===== config.mk =====
export PLATFORM = sky130hd
export DESIGN_NAME = arcball_rotation_tracker_top
export DESIGN_NICKNAME = d
export VERILOG_FILES = /design/src/sv/arb_pkg.sv /design/src/sv/arcball_rotation_tracker_top.sv /design/src/sv/arb_mac.sv /design/src/sv/arb_divsqrt.sv
export SDC_FILE = /design/constraint.sdc
export NUM_CORES = 2
export LEC_CHECK = 0
export BUFFER_PORTS_ARGS = -buffer_cell sky130_fd_sc_hd__buf_2
export CAP_MARGIN = 10
export CORE_AREA = 2 2 441 443
export CTS_CLUSTER_DIAMETER = 150
export DETAILED_ROUTE_END_ITERATION = 8
export DIE_AREA = 0 0 443 445
export SYNTH_ARGS = -nofsm -noshare
export SYNTH_HDL_FRONTEND = slang
export SYNTH_HIERARCHICAL = 1
export SYNTH_SLANG_ARGS = --single-unit

===== constraint.sdc =====
create_clock -name i_clk -period 15.42 [get_ports i_clk]
set_input_delay 2.313 -clock i_clk [delete_from_list [all_inputs] [get_ports i_clk]]
set_output_delay 2.313 -clock i_clk [all_outputs]
set_load 0.05 [all_outputs]

===== src/sv/arb_pkg.sv =====
// Shared types, constants and rounding helpers for the arcball rotation tracker.
// Used by arb_mac, arb_divsqrt and arcball_rotation_tracker_top.
package arb_pkg;

    localparam int FRAC_BITS  = 16;
    localparam int OUT_W      = 18;
    localparam int OPND_W     = 27;
    localparam int ACC_W      = 56;
    localparam int PROD_W     = 2 * OPND_W;
    localparam int DS_NUM_W   = 54;
    localparam int DS_DIV_W   = 44;
    localparam int DS_Q_W     = 44;
    localparam int DS_SQ_ITER = DS_NUM_W / 2;
    localparam int DS_REM_W   = 31;
    localparam int DS_CNT_W   = 6;
    localparam int HALF_W     = 12;
    localparam int CFG_W      = 13;
    localparam int POS_W      = 14;
    localparam int DXY_W      = 15;
    localparam int MAG_W      = 31;
    localparam int A_W        = 20;

    localparam logic [1:0] KIND_BEGIN = 2'd0;
    localparam logic [1:0] KIND_MOVE  = 2'd1;
    localparam logic [1:0] KIND_END   = 2'd2;

    localparam logic [0:0] CFG_WIDTH  = 1'd0;
    localparam logic [0:0] CFG_HEIGHT = 1'd1;

    localparam logic [CFG_W-1:0] WIDTH_RST  = CFG_W'(1024);
    localparam logic [CFG_W-1:0] HEIGHT_RST = CFG_W'(768);

    localparam logic signed [ACC_W-1:0] SAT_HI = ACC_W'((64'd1 << (OUT_W - 1)) - 64'd1);
    localparam logic signed [ACC_W-1:0] SAT_LO = -(ACC_W'(64'd1 << (OUT_W - 1)));
    localparam logic signed [OUT_W-1:0] ID_W   = OUT_W'(64'd1 << FRAC_BITS);

    typedef struct packed {
        logic valid;
        logic clr;
        logic neg;
    } t_mac_req;

    typedef struct packed {
        logic start;
        logic is_sqrt;
    } t_ds_req;

    typedef struct packed {
        logic busy;
        logic done;
    } t_ds_stat;

    // round half away from zero, then drop the fraction bits
    function automatic logic signed [ACC_W-1:0] shr_round(input logic signed [ACC_W-1:0] v);
        logic [ACC_W-1:0] m;
        logic [ACC_W-1:0] r;
        m = v[ACC_W-1] ? (~v + 1'b1) : v;
        r = (m + (ACC_W'(1) << (FRAC_BITS - 1))) >> FRAC_BITS;
        return v[ACC_W-1] ? $signed(~r + 1'b1) : $signed(r);
    endfunction

    // clamp to the output range
    function automatic logic signed [OUT_W-1:0] sat_out(input logic signed [ACC_W-1:0] v);
        logic signed [ACC_W-1:0] c;
        c = v;
        if (v > SAT_HI) c = SAT_HI;
        if (v < SAT_LO) c = SAT_LO;
        return c[OUT_W-1:0];
    endfunction

endpackage


===== src/sv/arcball_rotation_tracker_top.sv =====
// Arcball tracker: end words, unused kinds and moves with no drag go straight to the output
// register; a begin and a move during a drag first run the bit-serial divider, square root
// and multiply-accumulate steps that map the point onto the sphere and, for a move, update the rotation.
// Only one word is in flight; a finished word waits in the output register.
// Synchronous active-low reset: identity rotation, no drag, client size 1024 x 768.
module arcball_rotation_tracker_top import arb_pkg::*; (
    input  logic             i_clk,
    input  logic             i_rst_n,
    input  logic             i_cfg_we,
    input  logic [0:0]       i_cfg_idx,
    input  logic [CFG_W-1:0] i_cfg_data,
    input  logic             s_axis_tvalid,
    output logic             s_axis_tready,
    input  logic [31:0]      s_axis_tdata,  // x_pos[13:0], y_pos[27:14], zero fill
    input  logic [1:0]       s_axis_tuser,  // kind[1:0]
    output logic             m_axis_tvalid,
    input  logic             m_axis_tready,
    output logic [79:0]      m_axis_tdata   // rot_x, rot_y, rot_z, rot_w, dragging, zero fill
);

    localparam logic [2:0] S_IDLE  = 3'd0;
    localparam logic [2:0] S_ISSUE = 3'd1;
    localparam logic [2:0] S_WAIT  = 3'd2;
    localparam logic [2:0] S_DONE  = 3'd3;
    localparam logic [2:0] S_FIN   = 3'd4;

    localparam logic [4:0] P_DIVX  = 5'd0;
    localparam logic [4:0] P_DIVY  = 5'd1;
    localparam logic [4:0] P_MAG   = 5'd2;
    localparam logic [4:0] P_SQZ   = 5'd3;
    localparam logic [4:0] P_EX    = 5'd4;
    localparam logic [4:0] P_EY    = 5'd5;
    localparam logic [4:0] P_LEN   = 5'd6;
    localparam logic [4:0] P_SQL   = 5'd7;
    localparam logic [4:0] P_DIVEX = 5'd8;
    localparam logic [4:0] P_DIVEY = 5'd9;
    localparam logic [4:0] P_A0    = 5'd10;
    localparam logic [4:0] P_A1    = 5'd11;
    localparam logic [4:0] P_A2    = 5'd12;
    localparam logic [4:0] P_A3    = 5'd13;
    localparam logic [4:0] P_Q0    = 5'd14;
    localparam logic [4:0] P_Q1    = 5'd15;
    localparam logic [4:0] P_Q2    = 5'd16;
    localparam logic [4:0] P_Q3    = 5'd17;

    localparam logic [MAG_W-1:0]  ONE_M = MAG_W'(64'd1 << FRAC_BITS);
    localparam logic signed [ACC_W-1:0] ONE_SQ = ACC_W'(64'd1 << (2 * FRAC_BITS));

    logic [CFG_W-1:0] r_cfg_w;
    logic [CFG_W-1:0] r_cfg_h;
    logic [2:0]       r_state;
    logic [4:0]       r_op;
    logic [1:0]       r_term;
    logic [1:0]       r_kind;
    logic             r_drag;
    logic [HALF_W-1:0] r_hw;
    logic [HALF_W-1:0] r_hh;
    logic signed [DXY_W-1:0]  r_dx;
    logic signed [DXY_W-1:0]  r_dy;
    logic [MAG_W-1:0]         r_xm;
    logic [MAG_W-1:0]         r_ym;
    logic signed [OPND_W-1:0] r_ex;
    logic signed [OPND_W-1:0] r_ey;
    logic [OPND_W-1:0]        r_len;
    logic signed [OUT_W-1:0]  r_s   [3];
    logic signed [OUT_W-1:0]  r_p   [3];
    logic signed [A_W-1:0]    r_a   [4];
    logic signed [OUT_W-1:0]  r_lat [4];
    logic signed [OUT_W-1:0]  r_cur [4];
    logic             r_ovalid;
    logic [79:0]      r_odata;

    logic             in_acc;
    logic [HALF_W-1:0] hw_c;
    logic [HALF_W-1:0] hh_c;
    logic signed [POS_W-1:0] px;
    logic signed [POS_W-1:0] py;
    logic             op_is_ds;
    logic [1:0]       last_term;
    logic             can_load;

    t_mac_req                 mac_req;
    logic signed [OPND_W-1:0] mac_a;
    logic signed [OPND_W-1:0] mac_b;
    logic signed [ACC_W-1:0]  mac_acc;
    t_ds_req                  ds_req;
    t_ds_stat                 ds_stat;
    logic [DS_NUM_W-1:0]      ds_num;
    logic [OPND_W-1:0]        ds_den;
    logic [DS_Q_W-1:0]        ds_res;

    logic [DXY_W-1:0]         dxm;
    logic [DXY_W-1:0]         dym;
    logic [OPND_W-1:0]        exm;
    logic [OPND_W-1:0]        eym;
    logic signed [OUT_W-1:0]  x_in;
    logic signed [OUT_W-1:0]  y_in;
    logic signed [OUT_W-1:0]  x_out;
    logic signed [OUT_W-1:0]  y_out;
    logic signed [OUT_W-1:0]  pt [3];
    logic                     pt_ready;
    logic signed [ACC_W-1:0]  rnd;

    arb_mac u_mac (
        .i_clk   (i_clk),
        .i_rst_n (i_rst_n),
        .i_req   (mac_req),
        .i_a     (mac_a),
        .i_b     (mac_b),
        .o_acc   (mac_acc)
    );

    arb_divsqrt u_ds (
        .i_clk   (i_clk),
        .i_rst_n (i_rst_n),
        .i_req   (ds_req),
        .i_num   (ds_num),
        .i_den   (ds_den),
        .o_stat  (ds_stat),
        .o_res   (ds_res)
    );

    // decode the input word and the half sizes
    assign px            = s_axis_tdata[POS_W-1:0];
    assign py            = s_axis_tdata[2*POS_W-1:POS_W];
    assign hw_c          = (r_cfg_w[CFG_W-1:1] == '0) ? HALF_W'(1) : r_cfg_w[CFG_W-1:1];
    assign hh_c          = (r_cfg_h[CFG_W-1:1] == '0) ? HALF_W'(1) : r_cfg_h[CFG_W-1:1];
    assign s_axis_tready = (r_state == S_IDLE);
    assign in_acc        = s_axis_tvalid && s_axis_tready;
    assign can_load      = !r_ovalid || m_axis_tready;

    // magnitudes and signed sphere coordinates
    assign dxm   = r_dx[DXY_W-1] ? DXY_W'(-r_dx) : DXY_W'(r_dx);
    assign dym   = r_dy[DXY_W-1] ? DXY_W'(-r_dy) : DXY_W'(r_dy);
    assign exm   = r_ex[OPND_W-1] ? OPND_W'(-r_ex) : OPND_W'(r_ex);
    assign eym   = r_ey[OPND_W-1] ? OPND_W'(-r_ey) : OPND_W'(r_ey);
    assign x_in  = r_dx[DXY_W-1] ? -$signed({1'b0, r_xm[OUT_W-2:0]}) : $signed({1'b0, r_xm[OUT_W-2:0]});
    assign y_in  = r_dy[DXY_W-1] ? -$signed({1'b0, r_ym[OUT_W-2:0]}) : $signed({1'b0, r_ym[OUT_W-2:0]});
    assign x_out = r_ex[OPND_W-1] ? -$signed({1'b0, r_xm[OUT_W-2:0]})
                                  : $signed({1'b0, r_xm[OUT_W-2:0]});
    assign y_out = r_ey[OPND_W-1] ? -$signed({1'b0, ds_res[OUT_W-2:0]})
                                  : $signed({1'b0, ds_res[OUT_W-2:0]});
    assign rnd   = shr_round(mac_acc);

    // pick the divider or root operation
    always_comb begin
        op_is_ds = r_op inside {P_DIVX, P_DIVY, P_SQZ, P_SQL, P_DIVEX, P_DIVEY};
        ds_req.start   = (r_state == S_ISSUE) && op_is_ds;
        ds_req.is_sqrt = (r_op == P_SQZ) || (r_op == P_SQL);
        ds_num = '0;
        ds_den = OPND_W'(1);
        case (r_op)
            P_DIVX: begin
                ds_num = (DS_NUM_W'(dxm) << FRAC_BITS) + DS_NUM_W'(r_hw >> 1);
                ds_den = OPND_W'(r_hw);
            end
            P_DIVY: begin
                ds_num = (DS_NUM_W'(dym) << FRAC_BITS) + DS_NUM_W'(r_hh >> 1);
                ds_den = OPND_W'(r_hh);
            end
            P_SQZ:   ds_num = DS_NUM_W'(ONE_SQ - mac_acc);
            P_SQL:   ds_num = DS_NUM_W'(mac_acc);
            P_DIVEX: begin
                ds_num = (DS_NUM_W'(exm) << FRAC_BITS) + DS_NUM_W'(r_len >> 1);
                ds_den = r_len;
            end
            P_DIVEY: begin
                ds_num = (DS_NUM_W'(eym) << FRAC_BITS) + DS_NUM_W'(r_len >> 1);
                ds_den = r_len;
            end
            default: ;
        endcase
    end

    // pick the multiply terms
    always_comb begin
        mac_a     = '0;
        mac_b     = '0;
        mac_req.neg = 1'b0;
        last_term = 2'd0;
        case (r_op)
            P_MAG: begin
                last_term = 2'd1;
                mac_a = (r_term == 2'd0) ? OPND_W'(x_in) : OPND_W'(y_in);
                mac_b = mac_a;
            end
            P_EX: begin
                mac_a = OPND_W'(r_dx);
                mac_b = $signed(OPND_W'(r_hh));
            end
            P_EY: begin
                mac_a = OPND_W'(r_dy);
                mac_b = $signed(OPND_W'(r_hw));
            end
            P_LEN: begin
                last_term = 2'd1;
                mac_a = (r_term == 2'd0) ? r_ex : r_ey;
                mac_b = mac_a;
            end
            P_A0: begin
                last_term = 2'd1;
                mac_req.neg = (r_term != 2'd0);
                mac_a = (r_term == 2'd0) ? OPND_W'(r_s[1]) : OPND_W'(r_s[2]);
                mac_b = (r_term == 2'd0) ? OPND_W'(r_p[2]) : OPND_W'(r_p[1]);
            end
            P_A1: begin
                last_term = 2'd1;
                mac_req.neg = (r_term != 2'd0);
                mac_a = (r_term == 2'd0) ? OPND_W'(r_s[2]) : OPND_W'(r_s[0]);
                mac_b = (r_term == 2'd0) ? OPND_W'(r_p[0]) : OPND_W'(r_p[2]);
            end
            P_A2: begin
                last_term = 2'd1;
                mac_req.neg = (r_term != 2'd0);
                mac_a = (r_term == 2'd0) ? OPND_W'(r_s[0]) : OPND_W'(r_s[1]);
                mac_b = (r_term == 2'd0) ? OPND_W'(r_p[1]) : OPND_W'(r_p[0]);
            end
            P_A3: begin
                last_term = 2'd2;
                case (r_term)
                    2'd0:    begin mac_a = OPND_W'(r_s[0]); mac_b = OPND_W'(r_p[0]); end
                    2'd1:    begin mac_a = OPND_W'(r_s[1]); mac_b = OPND_W'(r_p[1]); end
                    default: begin mac_a = OPND_W'(r_s[2]); mac_b = OPND_W'(r_p[2]); end
                endcase
            end
            P_Q0, P_Q1, P_Q2, P_Q3: begin
                last_term = 2'd3;
                case (r_term)
                    2'd0:    mac_a = OPND_W'(r_a[3]);
                    2'd1:    mac_a = OPND_W'(r_a[0]);
                    2'd2:    mac_a = OPND_W'(r_a[1]);
                    default: mac_a = OPND_W'(r_a[2]);
                endcase
                case (r_op)
                    P_Q0: begin
                        case (r_term)
                            2'd0:    mac_b = OPND_W'(r_lat[0]);
                            2'd1:    mac_b = OPND_W'(r_lat[3]);
                            2'd2:    mac_b = OPND_W'(r_lat[2]);
                            default: begin mac_b = OPND_W'(r_lat[1]); mac_req.neg = 1'b1; end
                        endcase
                    end
                    P_Q1: begin
                        case (r_term)
                            2'd0:    mac_b = OPND_W'(r_lat[1]);
                            2'd1:    begin mac_b = OPND_W'(r_lat[2]); mac_req.neg = 1'b1; end
                            2'd2:    mac_b = OPND_W'(r_lat[3]);
                            default: mac_b = OPND_W'(r_lat[0]);
                        endcase
                    end
                    P_Q2: begin
                        case (r_term)
                            2'd0:    mac_b = OPND_W'(r_lat[2]);
                            2'd1:    mac_b = OPND_W'(r_lat[1]);
                            2'd2:    begin mac_b = OPND_W'(r_lat[0]); mac_req.neg = 1'b1; end
                            default: mac_b = OPND_W'(r_lat[3]);
                        endcase
                    end
                    default: begin
                        mac_req.neg = (r_term != 2'd0);
                        case (r_term)
                            2'd0:    mac_b = OPND_W'(r_lat[3]);
                            2'd1:    mac_b = OPND_W'(r_lat[0]);
                            2'd2:    mac_b = OPND_W'(r_lat[1]);
                            default: mac_b = OPND_W'(r_lat[2]);
                        endcase
                    end
                endcase
            end
            default: ;
        endcase
        mac_req.valid = (r_state == S_ISSUE) && !op_is_ds;
        mac_req.clr   = (r_term == 2'd0);
    end

    // sphere point when it is complete
    always_comb begin
        pt_ready = (r_state == S_DONE) && ((r_op == P_SQZ) || (r_op == P_DIVEY));
        if (r_op == P_SQZ) begin
            pt[0] = x_in;
            pt[1] = y_in;
            pt[2] = $signed(ds_res[OUT_W-1:0]);
        end else begin
            pt[0] = x_out;
            pt[1] = y_out;
            pt[2] = '0;
        end
    end

    // configuration registers
    always_ff @(posedge i_clk) begin
        if (!i_rst_n) begin
            r_cfg_w <= WIDTH_RST;
            r_cfg_h <= HEIGHT_RST;
        end else if (i_cfg_we) begin
            case (i_cfg_idx)
                CFG_WIDTH:  r_cfg_w <= i_cfg_data;
                CFG_HEIGHT: r_cfg_h <= i_cfg_data;
                default: ;
            endcase
        end
    end

    // sequencer
    always_ff @(posedge i_clk) begin
        if (!i_rst_n) begin
            r_state  <= S_IDLE;
            r_op     <= P_DIVX;
            r_term   <= 2'd0;
            r_drag   <= 1'b0;
            r_ovalid <= 1'b0;
            for (int i = 0; i < 4; i++) begin
                r_lat[i] <= (i == 3) ? ID_W : '0;
                r_cur[i] <= (i == 3) ? ID_W : '0;
            end
            for (int i = 0; i < 3; i++) begin
                r_s[i] <= '0;
            end
        end else begin
            if (m_axis_tvalid && m_axis_tready) begin
                r_ovalid <= 1'b0;
            end
            case (r_state)
                S_IDLE: begin
                    if (in_acc) begin
                        r_kind <= s_axis_tuser;
                        r_hw   <= hw_c;
                        r_hh   <= hh_c;
                        r_dx   <= $signed({3'b000, hw_c}) - DXY_W'(px);
                        r_dy   <= DXY_W'(py) - $signed({3'b000, hh_c});
                        r_op   <= P_DIVX;
                        r_term <= 2'd0;
                        if (s_axis_tuser == KIND_END) begin
                            r_drag  <= 1'b0;
                            r_state <= S_FIN;
                        end else if (s_axis_tuser == KIND_BEGIN
                                     || (s_axis_tuser == KIND_MOVE && r_drag)) begin
                            r_state <= S_ISSUE;
                        end else begin
                            r_state <= S_FIN;
                        end
                    end
                end
                S_ISSUE: begin
                    if (op_is_ds || r_term == last_term) begin
                        r_term  <= 2'd0;
                        r_state <= S_WAIT;
                    end else begin
                        r_term <= r_term + 1'b1;
                    end
                end
                S_WAIT: begin
                    if (!op_is_ds || ds_stat.done) begin
                        r_state <= S_DONE;
                    end
                end
                S_DONE: begin
                    r_state <= S_ISSUE;
                    r_op    <= r_op + 1'b1;
                    case (r_op)
                        P_DIVX: r_xm <= ds_res[MAG_W-1:0];
                        P_DIVY: begin
                            r_ym <= ds_res[MAG_W-1:0];
                            if (r_xm > ONE_M || ds_res[MAG_W-1:0] > ONE_M) r_op <= P_EX;
                        end
                        P_MAG:  if (mac_acc > ONE_SQ) r_op <= P_EX;
                        P_EX:   r_ex <= mac_acc[OPND_W-1:0];
                        P_EY:   r_ey <= mac_acc[OPND_W-1:0];
                        P_SQL:  r_len <= (ds_res == '0) ? OPND_W'(1) : ds_res[OPND_W-1:0];
                        P_DIVEX: r_xm <= ds_res[MAG_W-1:0];
                        P_A0:   r_a[0] <= rnd[A_W-1:0];
                        P_A1:   r_a[1] <= rnd[A_W-1:0];
                        P_A2:   r_a[2] <= rnd[A_W-1:0];
                        P_A3:   r_a[3] <= rnd[A_W-1:0];
                        P_Q0:   r_cur[0] <= sat_out(rnd);
                        P_Q1:   r_cur[1] <= sat_out(rnd);
                        P_Q2:   r_cur[2] <= sat_out(rnd);
                        P_Q3: begin
                            r_cur[3] <= sat_out(rnd);
                            r_state  <= S_FIN;
                        end
                        default: ;
                    endcase
                    // latch the start point or go on to the rotation
                    if (pt_ready) begin
                        for (int i = 0; i < 3; i++) begin
                            r_p[i] <= pt[i];
                        end
                        if (r_kind == KIND_BEGIN) begin
                            for (int i = 0; i < 3; i++) begin
                                r_s[i] <= pt[i];
                            end
                            for (int i = 0; i < 4; i++) begin
                                r_lat[i] <= r_cur[i];
                            end
                            r_drag  <= 1'b1;
                            r_state <= S_FIN;
                        end else begin
                            r_op <= P_A0;
                        end
                    end
                end
                S_FIN: begin
                    if (can_load) begin
                        r_ovalid <= 1'b1;
                        r_odata  <= {7'd0, r_drag, r_cur[3], r_cur[2], r_cur[1], r_cur[0]};
                        r_state  <= S_IDLE;
                    end
                end
                default: r_state <= S_IDLE;
            endcase
        end
    end

    assign m_axis_tvalid = r_ovalid;
    assign m_axis_tdata  = r_odata;

    a_drag_end: assert property (@(posedge i_clk) disable iff (!i_rst_n)
        ($past(i_rst_n) && $fell(r_drag)) |->
            $past(s_axis_tvalid && s_axis_tready && s_axis_tuser == KIND_END))
        else $error("drag cleared without an end word");

    a_ds_free: assert property (@(posedge i_clk) disable iff (!i_rst_n)
        ds_req.start |-> !ds_stat.busy)
        else $error("divider started while busy");

    a_half_set: assert property (@(posedge i_clk) disable iff (!i_rst_n)
        (r_state != S_IDLE) |-> (r_hw != '0 && r_hh != '0))
        else $error("zero half size in use");

    a_mac_wait: assert property (@(posedge i_clk) disable iff (!i_rst_n)
        (r_state == S_WAIT && !op_is_ds) |=> (r_state == S_DONE))
        else $error("accumulator wait overran");

endmodule


===== src/sv/arb_mac.sv =====
// Shared signed multiply-accumulate unit of the arcball tracker.
// Depends on arb_pkg for widths and the request struct.
module arb_mac import arb_pkg::*; (
    input  logic                     i_clk,
    input  logic                     i_rst_n,
    input  t_mac_req                 i_req,
    input  logic signed [OPND_W-1:0] i_a,
    input  logic signed [OPND_W-1:0] i_b,
    output logic signed [ACC_W-1:0]  o_acc
);

    logic signed [PROD_W-1:0] r_prod;
    logic                     r_v;
    logic                     r_clr;
    logic                     r_neg;
    logic signed [ACC_W-1:0]  r_acc;
    logic signed [ACC_W-1:0]  base;

    // register the product
    always_ff @(posedge i_clk) begin
        if (!i_rst_n) begin
            r_v <= 1'b0;
        end else begin
            r_v <= i_req.valid;
        end
        r_prod <= i_a * i_b;
        r_clr  <= i_req.clr;
        r_neg  <= i_req.neg;
    end

    assign base = r_clr ? '0 : r_acc;

    // add or subtract into the accumulator
    always_ff @(posedge i_clk) begin
        if (r_v) begin
            r_acc <= r_neg ? base - ACC_W'(r_prod) : base + ACC_W'(r_prod);
        end
    end

    assign o_acc = r_acc;

endmodule


===== src/sv/arb_divsqrt.sv =====
// Bit-serial divider and rounding square root, one digit per cycle.
// Depends on arb_pkg for widths and the request and status structs.
module arb_divsqrt import arb_pkg::*; (
    input  logic                i_clk,
    input  logic                i_rst_n,
    input  t_ds_req             i_req,
    input  logic [DS_NUM_W-1:0] i_num,
    input  logic [OPND_W-1:0]   i_den,
    output t_ds_stat            o_stat,
    output logic [DS_Q_W-1:0]   o_res
);

    logic [DS_NUM_W-1:0] r_num;
    logic [OPND_W-1:0]   r_den;
    logic [DS_REM_W-1:0] r_rem;
    logic [DS_Q_W-1:0]   r_q;
    logic [DS_CNT_W-1:0] r_cnt;
    logic                r_sqrt;
    logic                r_busy;
    logic                r_fin;
    logic                r_done;
    logic [DS_Q_W-1:0]   r_res;

    logic [OPND_W:0]     div_sh;
    logic                div_ge;
    logic [DS_REM_W-1:0] sq_sh;
    logic [DS_REM_W-1:0] sq_trial;
    logic                sq_ge;
    logic [DS_REM_W-1:0] n_rem;
    logic [DS_NUM_W-1:0] n_num;
    logic                n_bit;

    // one digit of the quotient or the root
    always_comb begin
        div_sh   = {r_rem[OPND_W-1:0], r_num[DS_DIV_W-1]};
        div_ge   = div_sh >= {1'b0, r_den};
        sq_sh    = {r_rem[DS_REM_W-3:0], r_num[DS_NUM_W-1 -: 2]};
        sq_trial = DS_REM_W'({r_q[DS_SQ_ITER-1:0], 2'b01});
        sq_ge    = sq_sh >= sq_trial;
        if (r_sqrt) begin
            n_bit = sq_ge;
            n_rem = sq_ge ? sq_sh - sq_trial : sq_sh;
            n_num = r_num << 2;
        end else begin
            n_bit = div_ge;
            n_rem = DS_REM_W'(div_ge ? div_sh - {1'b0, r_den} : div_sh);
            n_num = r_num << 1;
        end
    end

    // sequence the digits
    always_ff @(posedge i_clk) begin
        if (!i_rst_n) begin
            r_busy <= 1'b0;
            r_fin  <= 1'b0;
            r_done <= 1'b0;
        end else begin
            r_done <= 1'b0;
            if (i_req.start) begin
                r_num  <= i_num;
                r_den  <= i_den;
                r_rem  <= '0;
                r_q    <= '0;
                r_sqrt <= i_req.is_sqrt;
                r_cnt  <= i_req.is_sqrt ? DS_CNT_W'(DS_SQ_ITER) : DS_CNT_W'(DS_DIV_W);
                r_busy <= 1'b1;
            end else if (r_busy) begin
                r_num <= n_num;
                r_rem <= n_rem;
                r_q   <= {r_q[DS_Q_W-2:0], n_bit};
                r_cnt <= r_cnt - 1'b1;
                if (r_cnt == DS_CNT_W'(1)) begin
                    r_busy <= 1'b0;
                    r_fin  <= 1'b1;
                end
            end
            if (r_fin) begin
                r_fin  <= 1'b0;
                r_done <= 1'b1;
                // round the root to nearest
                r_res  <= (r_sqrt && (DS_Q_W'(r_rem) > r_q)) ? r_q + 1'b1 : r_q;
            end
        end
    end

    assign o_stat.busy = r_busy | r_fin;
    assign o_stat.done = r_done;
    assign o_res       = r_res;

endmodule


======== Word level (Yosys, flattened, before mapping) ========
Memory sizes are Yosys's and may differ from the RTL's.
Index checks and enable logic that the tools add are counted.
word-level totals
  register bits after elaboration ......... 619
  latch bits .............................. 0
  bits in writable memories ............... 332
  ROM bits ................................ 0
  input bits .............................. 53
  output and inout bits ................... 82
  word-level logic and storage cells ...... 340
  memories kept ........................... 5
operators by class
  add/subtract/negate cells ............... 25
  $mul .................................... 1
  divide/modulo/power cells ............... 0
  order comparisons ....................... 8
  equality and inequality tests ........... 34
  shift-type cells ........................ 0
  muxes and demuxes ....................... 163
  bitwise operators ....................... 16
  reductions and logical operators ........ 55
memory list
  name   words  width  rd ports  clocked after Yosys merged registers in  wr ports  RTL line                            RTL
  r_a    4      20     4         0                                        1         arcball_rotation_tracker_top.sv:67  logic signed [A_W-1:0] r_a [4];
  r_cur  4      18     4         0                                        4         arcball_rotation_tracker_top.sv:69  logic signed [OUT_W-1:0] r_cur [4];
  r_lat  4      18     4         0                                        4         arcball_rotation_tracker_top.sv:68  logic signed [OUT_W-1:0] r_lat [4];
  r_p    3      18     3         0                                        3         arcball_rotation_tracker_top.sv:66  logic signed [OUT_W-1:0] r_p [3];
  r_s    3      18     3         0                                        3         arcball_rotation_tracker_top.sv:65  logic signed [OUT_W-1:0] r_s [3];
operator list
  cell                                                             number
  one-hot mux 27 bit (3 select lines)                              7
  two-way mux 18 bit                                               29
  one-hot mux 27 bit (9 select lines)                              2
  one-hot mux 54 bit (6 select lines)                              1
  two-way mux 27 bit                                               10
  two-way mux 56 bit                                               4
  two-way mux 54 bit                                               4
  two-way mux 31 bit                                               4
  adder 56 x 1 -> 56 bit, second input constant                    2
  one-hot mux 27 bit (2 select lines)                              2
  adder 43 x 26 -> 44 bit                                          2
  two-way mux 44 bit                                               2
  adder 31 x 11 -> 32 bit                                          2
  greater-than comparator 31 x 17 -> 1 bit, second input constant  2
  two-way mux 1 bit                                                61
  two-way mux 20 bit                                               3
  OR reduction 20 bit                                              3
  adder 56 x 16 -> 56 bit, second input constant                   1
  adder 56 x 54 -> 56 bit                                          1
  greater-than comparator 56 x 18 -> 1 bit, second input constant  1
  greater-than comparator 56 x 34 -> 1 bit, second input constant  1
  less-than comparator 56 x 18 -> 1 bit, second input constant     1
  inverter 40 -> 56 bit                                            1
  inverter 56 bit                                                  1
  63 further kinds                                                 155

======== Longest topological paths before layout ========
  depth in word-level cells ............... 14
  mapped depth ............................ 43
  depth with buffers taken out ............ 41

======== Cells and area by module ========
The synthesis kept the hierarchy.
modules (own cells, without submodules)
  module                        instances  cells each  area each (um^2)  sequential area each (um^2)
  arcball_rotation_tracker_top  1          3,994       39,276.4          18,437.7
  arb_mac                       1          3,769       33,906.3          2,822.7
  arb_divsqrt                   1          1,265       12,967.4          6,276.0

======== Least setup slack after synthesis ========
No wires, ideal clock.
  path type ............................... register to register
  start point ............................. reg r_op[0]
  end point ............................... mem r_lat[0][0] (enable)
  setup time .............................. 786 ps
  arrival time ............................ 10,717 ps
  data required time ...................... 14,634 ps
  path slack .............................. 3,917 ps
  cell stages (with the launch flop) ...... 8
  buffers on the path ..................... 2
  clock period less this slack ............ 11,503 ps
  cells stage by stage .................... dfxtp_1 -> ha_1 -> nand2_1 -> nor2_1 -> clkbuf_1 -> clkbuf_1 -> o21ai_0 -> o21ai_0
RTL lines
  item                    RTL line                             RTL
  start, declared         arcball_rotation_tracker_top.sv:52   logic [4:0] r_op;
  start signal, assigned  arcball_rotation_tracker_top.sv:359  r_op <= r_op + 1'b1;
  end, declared           arcball_rotation_tracker_top.sv:68

======== Worst setup path after layout ========
  start point ............................. reg r_xm[2]
  end point ............................... reg u_mac.r_prod[52]
between the ends
  longest elaborated chain between the ends .. 5
  elaborated cells between the ends (all ways) .. 6
  those cells by class .................... 1 x add/sub; 1 x mul; 4 x mux
RTL lines
  item                                 RTL line                             RTL
  start, declared                      arcball_rotation_tracker_top.sv:60   logic [MAG_W-1:0] r_xm;
  start signal, assigned               arcball_rotation_tracker_top.sv:361  P_DIVX: r_xm <= ds_res[MAG_W-1:0];
  start signal, assigned               arcball_rotation_tracker_top.sv:370  P_DIVEX: r_xm <= ds_res[MAG_W-1:0];
  negator 17 -> 18 bit                 arcball_rotation_tracker_top.sv:137  assign x_in = r_dx[DXY_W-1] ? -$signed({1'b0, r_xm[OUT_W-2:0]}) : $signed({1'b0, r_xm[OUT_W-2:0]});
  two-way mux 18 bit                   arcball_rotation_tracker_top.sv:137
  two-way mux 27 bit                   arcball_rotation_tracker_top.sv:184  mac_a = (r_term == 2'd0) ? OPND_W'(x_in) : OPND_W'(y_in);
  one-hot mux 27 bit (9 select lines)  arcball_rotation_tracker_top.sv:181  case (r_op)
  named net mac_a[26]                  arcball_rotation_tracker_top.sv:83   logic signed [OPND_W-1:0] mac_a;
  multiplier 27 x 27 -> 54 bit         arb_mac.sv:26                        r_prod <= i_a * i_b;
  end signal, assigned                 arb_mac.sv:26
  end, declared                        arb_mac.sv:12                        logic signed [PROD_W-1:0] r_prod;
The timed path passes the listed nets, and every way through them passes these cells.
A chain may end at the register's enable or synchronous reset.

==> results_dict.tcl <==
set metrics [dict create \
    seqPwrFrac_pct 49.3 \
    grt-ovfl-total 0 \
    critPathArrivalTime_ns 14.46 \
    fin_tns_setup_ns 0 \
    worst_ep_required_time_ns 16.07 \
    initialDrtViolationCount 7162 \
    netSwitchingFraction_pct 25.1 \
    first_pass_iters 9 \
    clkSlewWorstSetupHoldPaths_ns 0.06 \
    post_cts_buffers 0 \
    pre_cts_ws_ns 1.78 \
    design_area_um2 92400 \
    hold_violations 0 \
    fin_skew_ns 0.0695 \
    reg2reg_from "r_xm[2]" \
    antenna_found_initial 4 \
    power.total_mw 5.96 \
    cts.root.buffer_cell "clkbuf_16" \
    layout-drive-gt1-share_pct 7.00 \
    status "complete, but fails checks" \
    die_w_um 443 \
    cts_tree "yes" \
    syn_avg_cell_area_um2 9.54 \
    place_congestion 0.978 \
    max_freq_mhz 72.4 \
    wl_per_cell_um 24.1 \
    crit_slowest_cell "fa_1" \
    grt_max_degree 188 \
    max_slew.worst_pin.slew_ns 1.36 \
    dp.cells 11200 \
    final_util_pct 48.1 \
    final_antenna_net_count 0 \
    coreArea_um2 192000 \
    slew_headroom_pct 9.31 \
    grt_util_all_layers_pct 27.6 \
    setup_ws_ns 1.61 \
    finalNetCount 9965 \
    htreeDepth 3 \
    ys_warn_count 6 \
    hp-start "r_cur[1][15]" \
    rsz0062_at_grt "false" \
    cts_buffers 103 \
    violations "design-rule violations" \
    grt_pass1_wl_um 418000 \
    vdd_ir_drop_max_mv 0.0884 \
    syn_inst 9027 \
    combPwrFrac_pct 8.0 \
    clkPwrFrac_pct 42.6 \
    clk_path_buf_depth 3 \
    p_leak_nw 38.3 \
    postCtsHoldBufs 0 \
    fin_crit_sh_pct 89.6 \
    worstSetupStartpoint "r_xm[2]" \
    whs_ns 0.421 \
    min_period_ns 13.81 \
    die-area_um2 197000 \
    remaining_drc_errors 1 \
    port_buffers 122 \
    instances_no_fill 11400 \
    post_drt_via_cell_ratio 6.00 \
    setup_violations 0 \
    crit_path_start_kind "flip-flop" \
    hpwlAfterDp_um 207000 \
    std_cell_rows 161 \
    die_y_um 445 \
    cts_resized 0 \
    placed_cell_area_um2 88900 \
    max_stage_delay_ns 0.95 \
    p_int_mw 4.46 \
    critPathKind "reg2reg" \
    synth_area_um2 86100 \
    worstHoldPathType "reg2reg" \
    worstSkewPairLatency_ns 0.78 \
    start_util_pct 44.9 \
    path_max_fanout 8 \
    power.density_nw_per_um2 64.5 \
    vias 68600 \
    grt_pass1_vias 68000 \
    p_sw_mw 1.50 \
    clock_sinks 949 \
    drv_slew 0 \
    drt_wl_total_um 275000 \
    area_growth_pct 7.24 \
    setup.worst_path.end_class "flip-flop" \
    io_pins 135 \
    cap_violations 0 \
]
sequential cells by signal (all words and copies together), names as in the netlist, 44 cells and up:
| signal | flops |
|---|---|
| r_cur | 72 |
| r_lat | 72 |
| m_axis_tdata | 73 |
| r_s | 54 |
| r_a | 80 |
| u_mac/r_prod | 54 |
| u_ds/r_q | 44 |
| u_ds/o_res | 44 |
| u_mac/o_acc | 56 |
| u_ds/r_num | 54 |
| r_p | 54 |
cell type report:
class	instances	area (um2)
Antenna cell	3	7.51
Clock buffer	130	2770
Clock inverter	61	657
Fill cell	17900	99600
Inverter	1054	3960
Multi-Input combinational cell	6441	52600
Sequential cell	949	27500
Tap cell	2526	3160
Timing Repair Buffer	265	1730
power by group through the flow:
stage | Clock, mW | Sequential [mW] | Combinational [mW]
final | 2.54 | 2.94 | 0.479
after global routing | 2.67 | 2.95 | 0.526
after CTS | 2.58 | 2.94 | 0.476
after detailed placement | 0 | 2.99 | 0.473
after global placement | 0 | 2.99 | 0.465
after floorplan | 0 | 3.01 | 0.326
critical path, delay by kind of cell (launching register included):
family                     cells  cell delay (ns)
AOI/OAI and AO/OA              9             2.57
adders and majority gates      8             4.62
DFF                            1             0.47
buffers and inverters          5             0.49
xor gates and xnor gates       1             0.16
and+or+nand+nor               14             5.35
cell usage in the layout, fill, tap and decap left out, drive strengths merged, types with 118 or more instances in the layout:
cell type and n:
a21o 133, a21oi 434, a222oi 118, and2 466, buf 264, clkbuf 131, edfxtp 853, fa 766
ha 332, inv 1058, nand2 939, nand3 118, nor2 552, nor3 144, o21ai 372, xnor2 386
xor2 187
layer usage:
metal	share of wire, %	global-route usage [%]
met5	0	0
met4	6.0	14.7
met3	7.8	3.91
met2	46	44.0
met1	40	36.6
final timing paths:
| kind | endpoint | slack [ns] | cells after the start |
|---|---|---|---|
| setup / recovery | u_mac/r_prod[52] | 1.61 | 37 |
| setup reg to reg | u_mac/r_prod[52] | 1.61 | 37 |
| hold / removal | m_axis_tdata[33] | 0.42 | 0 |
| hold reg to reg | m_axis_tdata[33] | 0.42 | 0 |
(Power assumes the default switching activity.)
